$ cat src/sv/ssb_pkg.sv
// Package: shared widths and the queued job type for the sprite blitter.
package ssb_pkg;

  // Input field widths
  localparam int EDGE_W   = 12;  // sprite_left, sprite_top
  localparam int PIXIDX_W = 5;   // pixel_row, pixel_col
  localparam int COLOR_W  = 16;

  // Output field widths
  localparam int ADDR_W = 19;

  // Configuration
  localparam int SCALE_W   = 4;
  localparam int APB_DW    = 32;
  localparam int APB_AW    = 3;
  localparam logic [0:0] REG_SCALE_FACTOR = 1'b0;  // register index, from paddr[2]
  localparam logic [SCALE_W-1:0] SCALE_RESET = 4'd1;

  // Internal widths: block offsets run 0..7, coordinates reach 2047 + 31*8 + 7
  localparam int OFS_W   = 3;
  localparam int PROD_W  = PIXIDX_W + SCALE_W;
  localparam int COORD_W = 13;
  localparam int ADDR_FULL_W = 23;

  // Default parameter values
  localparam int SCREEN_W_DEF        = 640;
  localparam int SCREEN_H_DEF        = 480;
  localparam int MAX_SCALE_DEF       = 8;
  localparam int SPRITE_MAX_SIDE_DEF = 32;

  localparam int QUEUE_DEPTH = 2;

  // One pixel's block, as handed from the front end to the back end
  typedef struct packed {
    logic signed [COORD_W-1:0] x0;
    logic signed [COORD_W-1:0] y0;
    logic                      in_bounds;
    logic [SCALE_W-1:0]        scale;
    logic [COLOR_W-1:0]        color;
  } ssb_job_t;

endpackage

$ cat src/sv/ssb_if.sv
// Interfaces: sprite pixel input channel and framebuffer write output channel.
interface ssb_pix_if;
  logic                                 valid;
  logic                                 ready;
  logic signed [ssb_pkg::EDGE_W-1:0]    sprite_left;
  logic signed [ssb_pkg::EDGE_W-1:0]    sprite_top;
  logic [ssb_pkg::PIXIDX_W-1:0]         pixel_row;
  logic [ssb_pkg::PIXIDX_W-1:0]         pixel_col;
  logic [ssb_pkg::COLOR_W-1:0]          pixel_color;

  modport source(output valid, sprite_left, sprite_top, pixel_row, pixel_col, pixel_color,
                 input ready);
  modport sink(input valid, sprite_left, sprite_top, pixel_row, pixel_col, pixel_color,
               output ready);
endinterface

interface ssb_wr_if;
  logic                          valid;
  logic                          ready;
  logic [ssb_pkg::ADDR_W-1:0]    fb_address;
  logic [ssb_pkg::COLOR_W-1:0]   fb_color;
  logic                          write_enable;
  logic                          last_write;

  modport source(output valid, fb_address, fb_color, write_enable, last_write,
                 input ready);
  modport sink(input valid, fb_address, fb_color, write_enable, last_write,
               output ready);
endinterface

$ cat src/sv/ssb_front.sv
// Front end: takes a sprite pixel beat and works out its block origin and scale.
module ssb_front #(
  parameter int MAX_SCALE       = ssb_pkg::MAX_SCALE_DEF,
  parameter int SPRITE_MAX_SIDE = ssb_pkg::SPRITE_MAX_SIDE_DEF
) (
  ssb_pix_if.sink                        pix,
  input  logic [ssb_pkg::SCALE_W-1:0]    scale_factor,
  input  logic                           q_ready,
  output logic                           q_push,
  output ssb_pkg::ssb_job_t              q_job
);

  localparam logic [ssb_pkg::SCALE_W-1:0]  MAX_S    = ssb_pkg::SCALE_W'(MAX_SCALE);
  localparam logic [ssb_pkg::PIXIDX_W:0]   SIDE_LIM = (ssb_pkg::PIXIDX_W + 1)'(SPRITE_MAX_SIDE);

  logic [ssb_pkg::SCALE_W-1:0] s_eff;
  logic [ssb_pkg::PROD_W-1:0]  col_ofs;
  logic [ssb_pkg::PROD_W-1:0]  row_ofs;

  // zero reads as one, anything above the maximum saturates
  always_comb begin
    if (scale_factor == '0) begin
      s_eff = ssb_pkg::SCALE_W'(1);
    end else if (scale_factor > MAX_S) begin
      s_eff = MAX_S;
    end else begin
      s_eff = scale_factor;
    end
  end

  assign col_ofs = ssb_pkg::PROD_W'(pix.pixel_col) * ssb_pkg::PROD_W'(s_eff);
  assign row_ofs = ssb_pkg::PROD_W'(pix.pixel_row) * ssb_pkg::PROD_W'(s_eff);

  always_comb begin
    q_job.x0 = ssb_pkg::COORD_W'(pix.sprite_left)
             + $signed({{(ssb_pkg::COORD_W - ssb_pkg::PROD_W){1'b0}}, col_ofs});
    q_job.y0 = ssb_pkg::COORD_W'(pix.sprite_top)
             + $signed({{(ssb_pkg::COORD_W - ssb_pkg::PROD_W){1'b0}}, row_ofs});
    q_job.in_bounds = ({1'b0, pix.pixel_row} < SIDE_LIM) && ({1'b0, pix.pixel_col} < SIDE_LIM);
    q_job.scale  = s_eff;
    q_job.color  = pix.pixel_color;
  end

  assign pix.ready = q_ready;
  assign q_push    = pix.valid && q_ready;

endmodule

$ cat src/sv/ssb_queue.sv
// Job queue: short register FIFO between the front and back ends.
module ssb_queue (
  input  logic              clk,
  input  logic              rst,
  input  logic              push,
  input  ssb_pkg::ssb_job_t push_job,
  output logic              push_ready,
  input  logic              pop,
  output logic              pop_valid,
  output ssb_pkg::ssb_job_t pop_job
);

  localparam int PTR_W = (ssb_pkg::QUEUE_DEPTH > 1) ? $clog2(ssb_pkg::QUEUE_DEPTH) : 1;
  localparam int CNT_W = $clog2(ssb_pkg::QUEUE_DEPTH + 1);
  localparam logic [CNT_W-1:0] FULL_CNT = CNT_W'(ssb_pkg::QUEUE_DEPTH);
  localparam logic [PTR_W-1:0] LAST_PTR = PTR_W'(ssb_pkg::QUEUE_DEPTH - 1);

  ssb_pkg::ssb_job_t slots [ssb_pkg::QUEUE_DEPTH];
  logic [PTR_W-1:0] wr_ptr;
  logic [PTR_W-1:0] rd_ptr;
  logic [CNT_W-1:0] count;
  logic             do_push;
  logic             do_pop;

  assign push_ready = (count != FULL_CNT);
  assign pop_valid  = (count != '0);
  assign pop_job    = slots[rd_ptr];
  assign do_push    = push && push_ready;
  assign do_pop     = pop && pop_valid;

  always_ff @(posedge clk) begin
    if (do_push) begin
      slots[wr_ptr] <= push_job;
    end
  end

  always_ff @(posedge clk) begin
    if (rst) begin
      wr_ptr <= '0;
      rd_ptr <= '0;
      count  <= '0;
    end else begin
      if (do_push) begin
        wr_ptr <= (wr_ptr == LAST_PTR) ? '0 : wr_ptr + PTR_W'(1);
      end
      if (do_pop) begin
        rd_ptr <= (rd_ptr == LAST_PTR) ? '0 : rd_ptr + PTR_W'(1);
      end
      case ({do_push, do_pop})
        2'b10:   count <= count + CNT_W'(1);
        2'b01:   count <= count - CNT_W'(1);
        default: count <= count;
      endcase
    end
  end

endmodule

$ cat src/sv/ssb_back.sv
// Back end: walks one block row by row, clips each point and registers the write beat.
module ssb_back #(
  parameter int SCREEN_W = ssb_pkg::SCREEN_W_DEF,
  parameter int SCREEN_H = ssb_pkg::SCREEN_H_DEF
) (
  input  logic              clk,
  input  logic              rst,
  input  logic              q_valid,
  input  ssb_pkg::ssb_job_t q_job,
  output logic              q_pop,
  ssb_wr_if.source          wr
);

  localparam logic signed [ssb_pkg::COORD_W-1:0] W_LIM = ssb_pkg::COORD_W'(SCREEN_W);
  localparam logic signed [ssb_pkg::COORD_W-1:0] H_LIM = ssb_pkg::COORD_W'(SCREEN_H);
  localparam logic [ssb_pkg::ADDR_FULL_W-1:0]    W_MUL = ssb_pkg::ADDR_FULL_W'(SCREEN_W);
  localparam int  AREA      = SCREEN_W * SCREEN_H;
  localparam bit  AREA_FITS = (AREA <= (1 << ssb_pkg::ADDR_W));
  localparam logic [ssb_pkg::ADDR_W:0] AREA_LIM = (ssb_pkg::ADDR_W + 1)'(AREA);
  localparam int  PAD_W = ssb_pkg::COORD_W - ssb_pkg::OFS_W;

  ssb_pkg::ssb_job_t              cur;
  logic                           cur_valid;
  logic [ssb_pkg::OFS_W-1:0]      dx;
  logic [ssb_pkg::OFS_W-1:0]      dy;
  logic                           advance;
  logic                           step;
  logic                           last_x;
  logic                           last_y;
  logic signed [ssb_pkg::COORD_W-1:0] px;
  logic signed [ssb_pkg::COORD_W-1:0] py;
  logic                           on_screen;
  logic [ssb_pkg::ADDR_FULL_W-1:0] addr_full;

  assign advance = !wr.valid || wr.ready;
  assign step    = cur_valid && advance;
  assign last_x  = ({1'b0, dx} == cur.scale - ssb_pkg::SCALE_W'(1));
  assign last_y  = ({1'b0, dy} == cur.scale - ssb_pkg::SCALE_W'(1));
  assign q_pop   = q_valid && (!cur_valid || (step && last_x && last_y));

  assign px = cur.x0 + $signed({{PAD_W{1'b0}}, dx});
  assign py = cur.y0 + $signed({{PAD_W{1'b0}}, dy});
  assign on_screen = cur.in_bounds && !px[ssb_pkg::COORD_W-1] && (px < W_LIM)
                   && !py[ssb_pkg::COORD_W-1] && (py < H_LIM);
  assign addr_full = ssb_pkg::ADDR_FULL_W'(py[ssb_pkg::COORD_W-2:0]) * W_MUL
                   + ssb_pkg::ADDR_FULL_W'(px[ssb_pkg::COORD_W-2:0]);

  // current block and offsets
  always_ff @(posedge clk) begin
    if (rst) begin
      cur_valid <= 1'b0;
      dx        <= '0;
      dy        <= '0;
    end else if (q_pop) begin
      cur_valid <= 1'b1;
      dx        <= '0;
      dy        <= '0;
    end else if (step) begin
      if (!last_x) begin
        dx <= dx + ssb_pkg::OFS_W'(1);
      end else if (!last_y) begin
        dx <= '0;
        dy <= dy + ssb_pkg::OFS_W'(1);
      end else begin
        cur_valid <= 1'b0;
        dx        <= '0;
        dy        <= '0;
      end
    end
  end

  always_ff @(posedge clk) begin
    if (q_pop) begin
      cur <= q_job;
    end
  end

  // output register
  always_ff @(posedge clk) begin
    if (rst) begin
      wr.valid <= 1'b0;
    end else if (advance) begin
      wr.valid <= cur_valid;
    end
  end

  always_ff @(posedge clk) begin
    if (step) begin
      wr.fb_address   <= on_screen ? addr_full[ssb_pkg::ADDR_W-1:0] : '0;
      wr.fb_color     <= cur.color;
      wr.write_enable <= on_screen;
      wr.last_write   <= last_x && last_y;
    end
  end

  a_dx_in_block: assert property (@(posedge clk) disable iff (rst)
    cur_valid |-> ({1'b0, dx} < cur.scale))
    else $error("column offset beyond block");

  a_dy_in_block: assert property (@(posedge clk) disable iff (rst)
    cur_valid |-> ({1'b0, dy} < cur.scale))
    else $error("row offset beyond block");

  a_addr_on_screen: assert property (@(posedge clk) disable iff (rst)
    (wr.valid && wr.write_enable && AREA_FITS) |-> ({1'b0, wr.fb_address} < AREA_LIM))
    else $error("enabled write outside framebuffer");

  a_clipped_zero: assert property (@(posedge clk) disable iff (rst)
    (wr.valid && !wr.write_enable) |-> (wr.fb_address == '0))
    else $error("clipped write carries an address");

endmodule

$ cat src/sv/scaled_sprite_pixel_blitter.sv
// Top level: scaled sprite pixel blitter with APB scale register.
// Each accepted pixel beat becomes scale x scale framebuffer write beats, row by row, at
// one write beat per cycle while wr.ready is not holding the output; that walk sets the
// sustained rate. Scale 0 acts as 1 and values above MAX_SCALE saturate. Points off
// screen, and every point of a pixel whose row or column is outside the sprite, give a
// beat with write_enable low and address 0; the last beat of each block has last_write
// high. A two-entry job queue lets the input keep taking pixels while the back end is
// busy; a pixel's first write passes through the queue slot, block and output registers.
// Write the scale register (byte address 0) only while no block is in flight.
module scaled_sprite_pixel_blitter #(
  parameter int SCREEN_W        = ssb_pkg::SCREEN_W_DEF,
  parameter int SCREEN_H        = ssb_pkg::SCREEN_H_DEF,
  parameter int MAX_SCALE       = ssb_pkg::MAX_SCALE_DEF,
  parameter int SPRITE_MAX_SIDE = ssb_pkg::SPRITE_MAX_SIDE_DEF
) (
  input  logic                          clk,
  input  logic                          rst,
  ssb_pix_if.sink                       pix,
  ssb_wr_if.source                      wr,
  input  logic                          psel,
  input  logic                          penable,
  input  logic                          pwrite,
  input  logic [ssb_pkg::APB_AW-1:0]    paddr,
  input  logic [ssb_pkg::APB_DW-1:0]    pwdata,
  output logic [ssb_pkg::APB_DW-1:0]    prdata,
  output logic                          pready
);

  logic [ssb_pkg::SCALE_W-1:0] scale_factor;
  logic                        cfg_wr;
  logic                        q_ready;
  logic                        q_push;
  ssb_pkg::ssb_job_t           push_job;
  logic                        q_valid;
  logic                        q_pop;
  ssb_pkg::ssb_job_t           pop_job;

  // APB: zero wait states, register index in paddr[2]
  assign pready = 1'b1;
  assign cfg_wr = psel && penable && pwrite && pready && (paddr[2] == ssb_pkg::REG_SCALE_FACTOR);

  always_ff @(posedge clk) begin
    if (rst) begin
      scale_factor <= ssb_pkg::SCALE_RESET;
    end else if (cfg_wr) begin
      scale_factor <= pwdata[ssb_pkg::SCALE_W-1:0];
    end
  end

  assign prdata = (paddr[2] == ssb_pkg::REG_SCALE_FACTOR)
                ? ssb_pkg::APB_DW'(scale_factor) : '0;

  // front end: origin, clip-by-sprite flag and effective scale
  ssb_front #(
    .MAX_SCALE       (MAX_SCALE),
    .SPRITE_MAX_SIDE (SPRITE_MAX_SIDE)
  ) u_front (
    .pix          (pix),
    .scale_factor (scale_factor),
    .q_ready      (q_ready),
    .q_push       (q_push),
    .q_job        (push_job)
  );

  ssb_queue u_queue (
    .clk        (clk),
    .rst        (rst),
    .push       (q_push),
    .push_job   (push_job),
    .push_ready (q_ready),
    .pop        (q_pop),
    .pop_valid  (q_valid),
    .pop_job    (pop_job)
  );

  // back end: block walk, screen clip, address and output register
  ssb_back #(
    .SCREEN_W (SCREEN_W),
    .SCREEN_H (SCREEN_H)
  ) u_back (
    .clk     (clk),
    .rst     (rst),
    .q_valid (q_valid),
    .q_job   (pop_job),
    .q_pop   (q_pop),
    .wr      (wr)
  );

endmodule
$ cat src/flat_wrapper.sv
// flat-port wrapper written by rule: the top's interface ports become plain ports
module scaled_sprite_pixel_blitter_flat 
#(
  parameter int SCREEN_W        = ssb_pkg::SCREEN_W_DEF,
  parameter int SCREEN_H        = ssb_pkg::SCREEN_H_DEF,
  parameter int MAX_SCALE       = ssb_pkg::MAX_SCALE_DEF,
  parameter int SPRITE_MAX_SIDE = ssb_pkg::SPRITE_MAX_SIDE_DEF
)
  (clk, rst, psel, penable, pwrite, paddr, pwdata, prdata, pready, pix_valid, pix_sprite_left, pix_sprite_top, pix_pixel_row, pix_pixel_col, pix_pixel_color, pix_ready, wr_valid, wr_fb_address, wr_fb_color, wr_write_enable, wr_last_write, wr_ready);
  ssb_pix_if pix_i ();
  ssb_wr_if wr_i ();
  input  logic clk;
  input  logic rst;
  input  logic psel;
  input  logic penable;
  input  logic pwrite;
  input  logic [ssb_pkg::APB_AW-1:0] paddr;
  input  logic [ssb_pkg::APB_DW-1:0] pwdata;
  output logic [ssb_pkg::APB_DW-1:0] prdata;
  output logic pready;
  input wire logic [$bits(pix_i.valid)-1:0] pix_valid;
  input wire logic [$bits(pix_i.sprite_left)-1:0] pix_sprite_left;
  input wire logic [$bits(pix_i.sprite_top)-1:0] pix_sprite_top;
  input wire logic [$bits(pix_i.pixel_row)-1:0] pix_pixel_row;
  input wire logic [$bits(pix_i.pixel_col)-1:0] pix_pixel_col;
  input wire logic [$bits(pix_i.pixel_color)-1:0] pix_pixel_color;
  output wire logic [$bits(pix_i.ready)-1:0] pix_ready;
  output wire logic [$bits(wr_i.valid)-1:0] wr_valid;
  output wire logic [$bits(wr_i.fb_address)-1:0] wr_fb_address;
  output wire logic [$bits(wr_i.fb_color)-1:0] wr_fb_color;
  output wire logic [$bits(wr_i.write_enable)-1:0] wr_write_enable;
  output wire logic [$bits(wr_i.last_write)-1:0] wr_last_write;
  input wire logic [$bits(wr_i.ready)-1:0] wr_ready;
  assign pix_i.valid = pix_valid;
  assign pix_i.sprite_left = pix_sprite_left;
  assign pix_i.sprite_top = pix_sprite_top;
  assign pix_i.pixel_row = pix_pixel_row;
  assign pix_i.pixel_col = pix_pixel_col;
  assign pix_i.pixel_color = pix_pixel_color;
  assign pix_ready = pix_i.ready;
  assign wr_valid = wr_i.valid;
  assign wr_fb_address = wr_i.fb_address;
  assign wr_fb_color = wr_i.fb_color;
  assign wr_write_enable = wr_i.write_enable;
  assign wr_last_write = wr_i.last_write;
  assign wr_i.ready = wr_ready;
  scaled_sprite_pixel_blitter #(.SCREEN_W(SCREEN_W), .SCREEN_H(SCREEN_H), .MAX_SCALE(MAX_SCALE), .SPRITE_MAX_SIDE(SPRITE_MAX_SIDE)) u_core (.clk(clk), .rst(rst), .pix(pix_i), .wr(wr_i), .psel(psel), .penable(penable), .pwrite(pwrite), .paddr(paddr), .pwdata(pwdata), .prdata(prdata), .pready(pready));
endmodule
$ cat config.mk
export PLATFORM = sky130hd
export DESIGN_NAME = scaled_sprite_pixel_blitter_flat
export DESIGN_NICKNAME = d
export VERILOG_FILES = /design/src/sv/ssb_pkg.sv /design/src/sv/ssb_if.sv /design/src/sv/ssb_front.sv /design/src/sv/ssb_queue.sv /design/src/sv/ssb_back.sv /design/src/sv/scaled_sprite_pixel_blitter.sv /design/src/flat_wrapper.sv
export SDC_FILE = /design/constraint.sdc
export NUM_CORES = 1
export LEC_CHECK = 0
export BUFFER_PORTS_ARGS = -buffer_cell sky130_fd_sc_hd__buf_2
export CAP_MARGIN = 20
export CELL_PAD_IN_SITES_DETAIL_PLACEMENT = 1
export CELL_PAD_IN_SITES_GLOBAL_PLACEMENT = 1
export CORE_MARGIN = 5
export CORE_UTILIZATION = 43
export CTS_BUF_LIST = sky130_fd_sc_hd__clkbuf_4
export DETAILED_ROUTE_END_ITERATION = 16
export GPL_ROUTABILITY_DRIVEN = 0
export GPL_TIMING_DRIVEN = 0
export PLACE_DENSITY_LB_ADDON = 0.1
export SETUP_SLACK_MARGIN = 0.02
export SYNTH_ARGS = -nofsm -noshare
export SYNTH_HDL_FRONTEND = slang
export SYNTH_SLANG_ARGS = --single-unit
$ cat constraint.sdc
create_clock -name clk -period 4.1 [get_ports clk]
set_input_delay 0.41 -clock clk [delete_from_list [all_inputs] [get_ports clk]]
set_output_delay 0.41 -clock clk [all_outputs]
set_load 0.01 [all_outputs]
==> flow_summary_export.csv <==
group,metric,value,unit
grt,grt.overflow.total,0,
sta,rsz0062_at_grt,"yes",
yosys,ys.flop_type,"edfxtp_1",
worst_setup_path,crit_type,"register to register",
worst_setup_path,crit_path_end_kind,"register",
grt,met2_usage,0.264,
route,vias,6375,
grt,grt.busiest_layer,"met2",
yosys,synthCells,805,
route,avgViaCountPerCell,4.80,
sta,max-slew-margin-rel,0.445,
clock_tree,cts_tree,"done",
floorplan,fp.dieArea,27100,um2
route,wire_per_inst,15.2,um
yosys,synth_edf_count,175,
flow_run,drv_cap,0,
floorplan,ios,164,
sta,worstMarginPinSlew,831,ps
status,outcome,"completed",
cells_and_area,drive_above_1_share,0.302,
yosys,synth-async-reset-ratio,0,
sta,whs,76.1,ps
cells_and_area,area_growth,19.2,%
min_path,hp-class,"input pin to register",
worst_setup_path,startpoint_type,"register",
pwr,p_leak,5.07,nW
pwr,powerDensity,583,nW/um2
yosys,yosys_register_bits,191,
clock_tree,numClockSinks,191,
worst_setup_path,worstPathRequired,4440,ps
clock_tree,cts-buffers-inserted,17,
route,dr.first_iter.drc_count,240,
worst_setup_path,crit_arrival,4400,ps
pwr,p_total,7.14,mW
yosys,yosys_warnings,0,
grt,first_global_vias,6721,
sta,slew_viol_final,0,
sta,final.setup.tns,0,ps
worst_setup_path,r2r_slack,50,ps
place,place_area,11400,um2
grt,grt_max_degree,42,
floorplan,die_h,165,um
sta,period_share,0.988,
pwr,ir_worst_vdd,0.000256,V
clock_tree,insertion_delay,590,ps
place,io_buffers,104,
grt,grt_pass1_wl,33100,um
sta,finalHoldViolCount,0,
grt,grtUsageMet3,0.0277,
clock_tree,clk_pin_slew,170,ps
route,first_pass_iters,4,
cells_and_area,finish.net_count,1184,
place,place_hpwl,15000,um
grt,grt.total_usage,0.154,
yosys,syn_area,10300,um2
cells_and_area,nFillCells,2509,
grt,antenna_found_initial,1,
route,routed_wl,20200,um
floorplan,start_util,0.438,
clock_tree,clk_path_buf_depth,2,
route,ant_nets,0,
route,drc,0,
yosys,yosysSeqAreaShare,0.543,
yosys,synth.distinct_cells,51,
floorplan,coreArea,23500,um2
clock_tree,cts-root-buf,"clkbuf_4",
floorplan,die_x,165,um
sta,skew,28.7,ps
sta,timing.final.crit_period,4050,ps
cells_and_area,final_area,12300,um2
sta,setup_viol,0,
grt,grt_use_met1,0.206,
yosys,syn_area_per_cell,12.8,um2
worst_setup_path,cp_max_fo,8,
floorplan,num_rows,56,
sta,fmax,247,MHz
clock_tree,htree_levels,4,
[path summary, 6_finish.rpt]
path,startpoint,to,depth (start not counted)
setup / recovery,u_core.scale_factor[3],u_core.u_queue.slots[1][43],19
hold / removal,pwdata[3],u_core.scale_factor[3],3
setup reg to reg,u_core.scale_factor[3],u_core.u_queue.slots[1][43],19
hold reg to reg,u_core.u_back.cur[12],u_core.u_back.wr.fb_color[12],0
[Yosys cell counts, types with 18 or more instances]
master    number  share of area
inv_1         50          0.018
mux2_2        46          0.050
xnor2_1       29          0.025
xor2_1        46          0.039
o21ai_0       23          0.011
fa_1          18          0.035
nor2_1        50          0.018
and2_1        33          0.020
buf_4         29          0.021
nand2_1       36          0.013
a21oi_1       40          0.019
edfxtp_1     175           0.51
ha_1          78          0.095
[state kept, by name, indices dropped and copies added, names as in the netlist]
| register | flops |
|---|---|
| u_core.u_back.wr.valid | 1 |
| u_core.u_queue.wr_ptr | 1 |
| u_core.u_back.wr.fb_address | 19 |
| u_core.u_back.cur | 46 |
| u_core.u_back.dx | 3 |
| u_core.u_back.dy | 3 |
| u_core.u_back.wr.fb_color | 16 |
| u_core.u_back.wr.last_write | 1 |
| u_core.u_queue.count | 2 |
| u_core.scale_factor | 4 |
| u_core.u_queue.slots | 92 |
| u_core.u_queue.rd_ptr | 1 |
| u_core.u_back.wr.write_enable | 1 |
| u_core.u_back.cur_valid | 1 |
[metal layers]
layer	share of wire	wire, um
met2	0.50	10000
met1	0.46	9370
met4	0.0083	169
met5	0	0
met3	0.033	670
[stage by stage]
step,worst slack (ps),util,instances
2_1_floorplan,53.1,-,832
3_3_place_gp,-505,0.481,1255
3_5_place_dp,-566,0.484,1258
4_1_cts,25.1,0.514,1320
5_1_grt,-196,0.522,1329
6_report,47.3,0.522,1329
[what timing repair did]
| item | CTS | global route |
|---|---|---|
| pin swaps | 22 | 25 |
| buffers inserted | 14 | 8 |
| setup endpoints to repair | 34 | 27 |
| resized for setup | 31 | 40 |
| cloned | 0 | 0 |
| hold buffers | 16 | 0 |
| endpoints found under the hold margin | 32 | 0 |
[area by class of cell]
| class | instances | area [um2] | area share |
|---|---|---|---|
| multi-input combinational | 549 | 4560 | 0.372 |
| antenna | 1 | 2.50 | 0.000204 |
| buffer | 42 | 308 | 0.0251 |
| timing repair buffer | 145 | 906 | 0.0739 |
| inverter | 50 | 188 | 0.0153 |
| sequential | 191 | 5580 | 0.456 |
| tap | 319 | 399 | 0.0326 |
| clock inverter | 15 | 176 | 0.0144 |
| clock buffer | 17 | 128 | 0.0104 |
[cell usage in the layout, fill, tap and decap left out, types with 5 or more instances in the layout]
master / instances
o21bai_1: 6
nand2b_1: 5
nor2_1: 47
buf_2: 105
xor2_1: 42
nor3_1: 5
xnor2_1: 29
a21oi_1: 25
clkbuf_4: 17
a21o_1: 11
inv_1: 45
mux2i_1: 6
dlygate4sd3_1: 16
ha_1: 73
nand3_1: 10
dfxtp_1: 12
nand4_1: 6
nand3b_1: 5
nand2_1: 33
a21oi_2: 14
inv_2: 5
fa_1: 16
nor2b_1: 14
o21ai_0: 19
inv_8: 5
buf_4: 51
conb_1: 29
and2_1: 33
clkbuf_1: 8
edfxtp_1: 175
mux2_2: 46
[report_power, final]
group / switching [mW] / internal (mW) / total [mW] / leakage (nW)
combinational: 1.72 / 1.35 / 3.07 / 3.14
sequential: 0.229 / 2.82 / 3.05 / 1.77
clock: 0.737 / 0.297 / 1.03 / 0.163
[kinds of logic after synthesis]
group / share of synthesized area
and+or+nand+nor: 0.0972
other: 0.000731
adders and majority gates: 0.130
xor gates and xnor gates: 0.0661
AOI/OAI and AO/OA: 0.0621
buffers and inverters: 0.0451
muxes: 0.0563
DFF: 0.543
[worst max-delay path, stage by stage, from the launching register on]
cell and delay [ps]:
dfxtp_4 450, nor2b_4 60, buf_8 130, and2_1 160, fa_1 500, inv_1 60, fa_1 520, inv_1 60
ha_4 250, a21o_1 190, a21oi_2 160, o21bai_1 80, a21oi_1 150, xnor2_1 140, ha_1 270, buf_4 150
buf_4 140, nand4_1 80, o21ai_0 100, xor2_1 170
No activity file was read; power rests on OpenSTA's default activity.
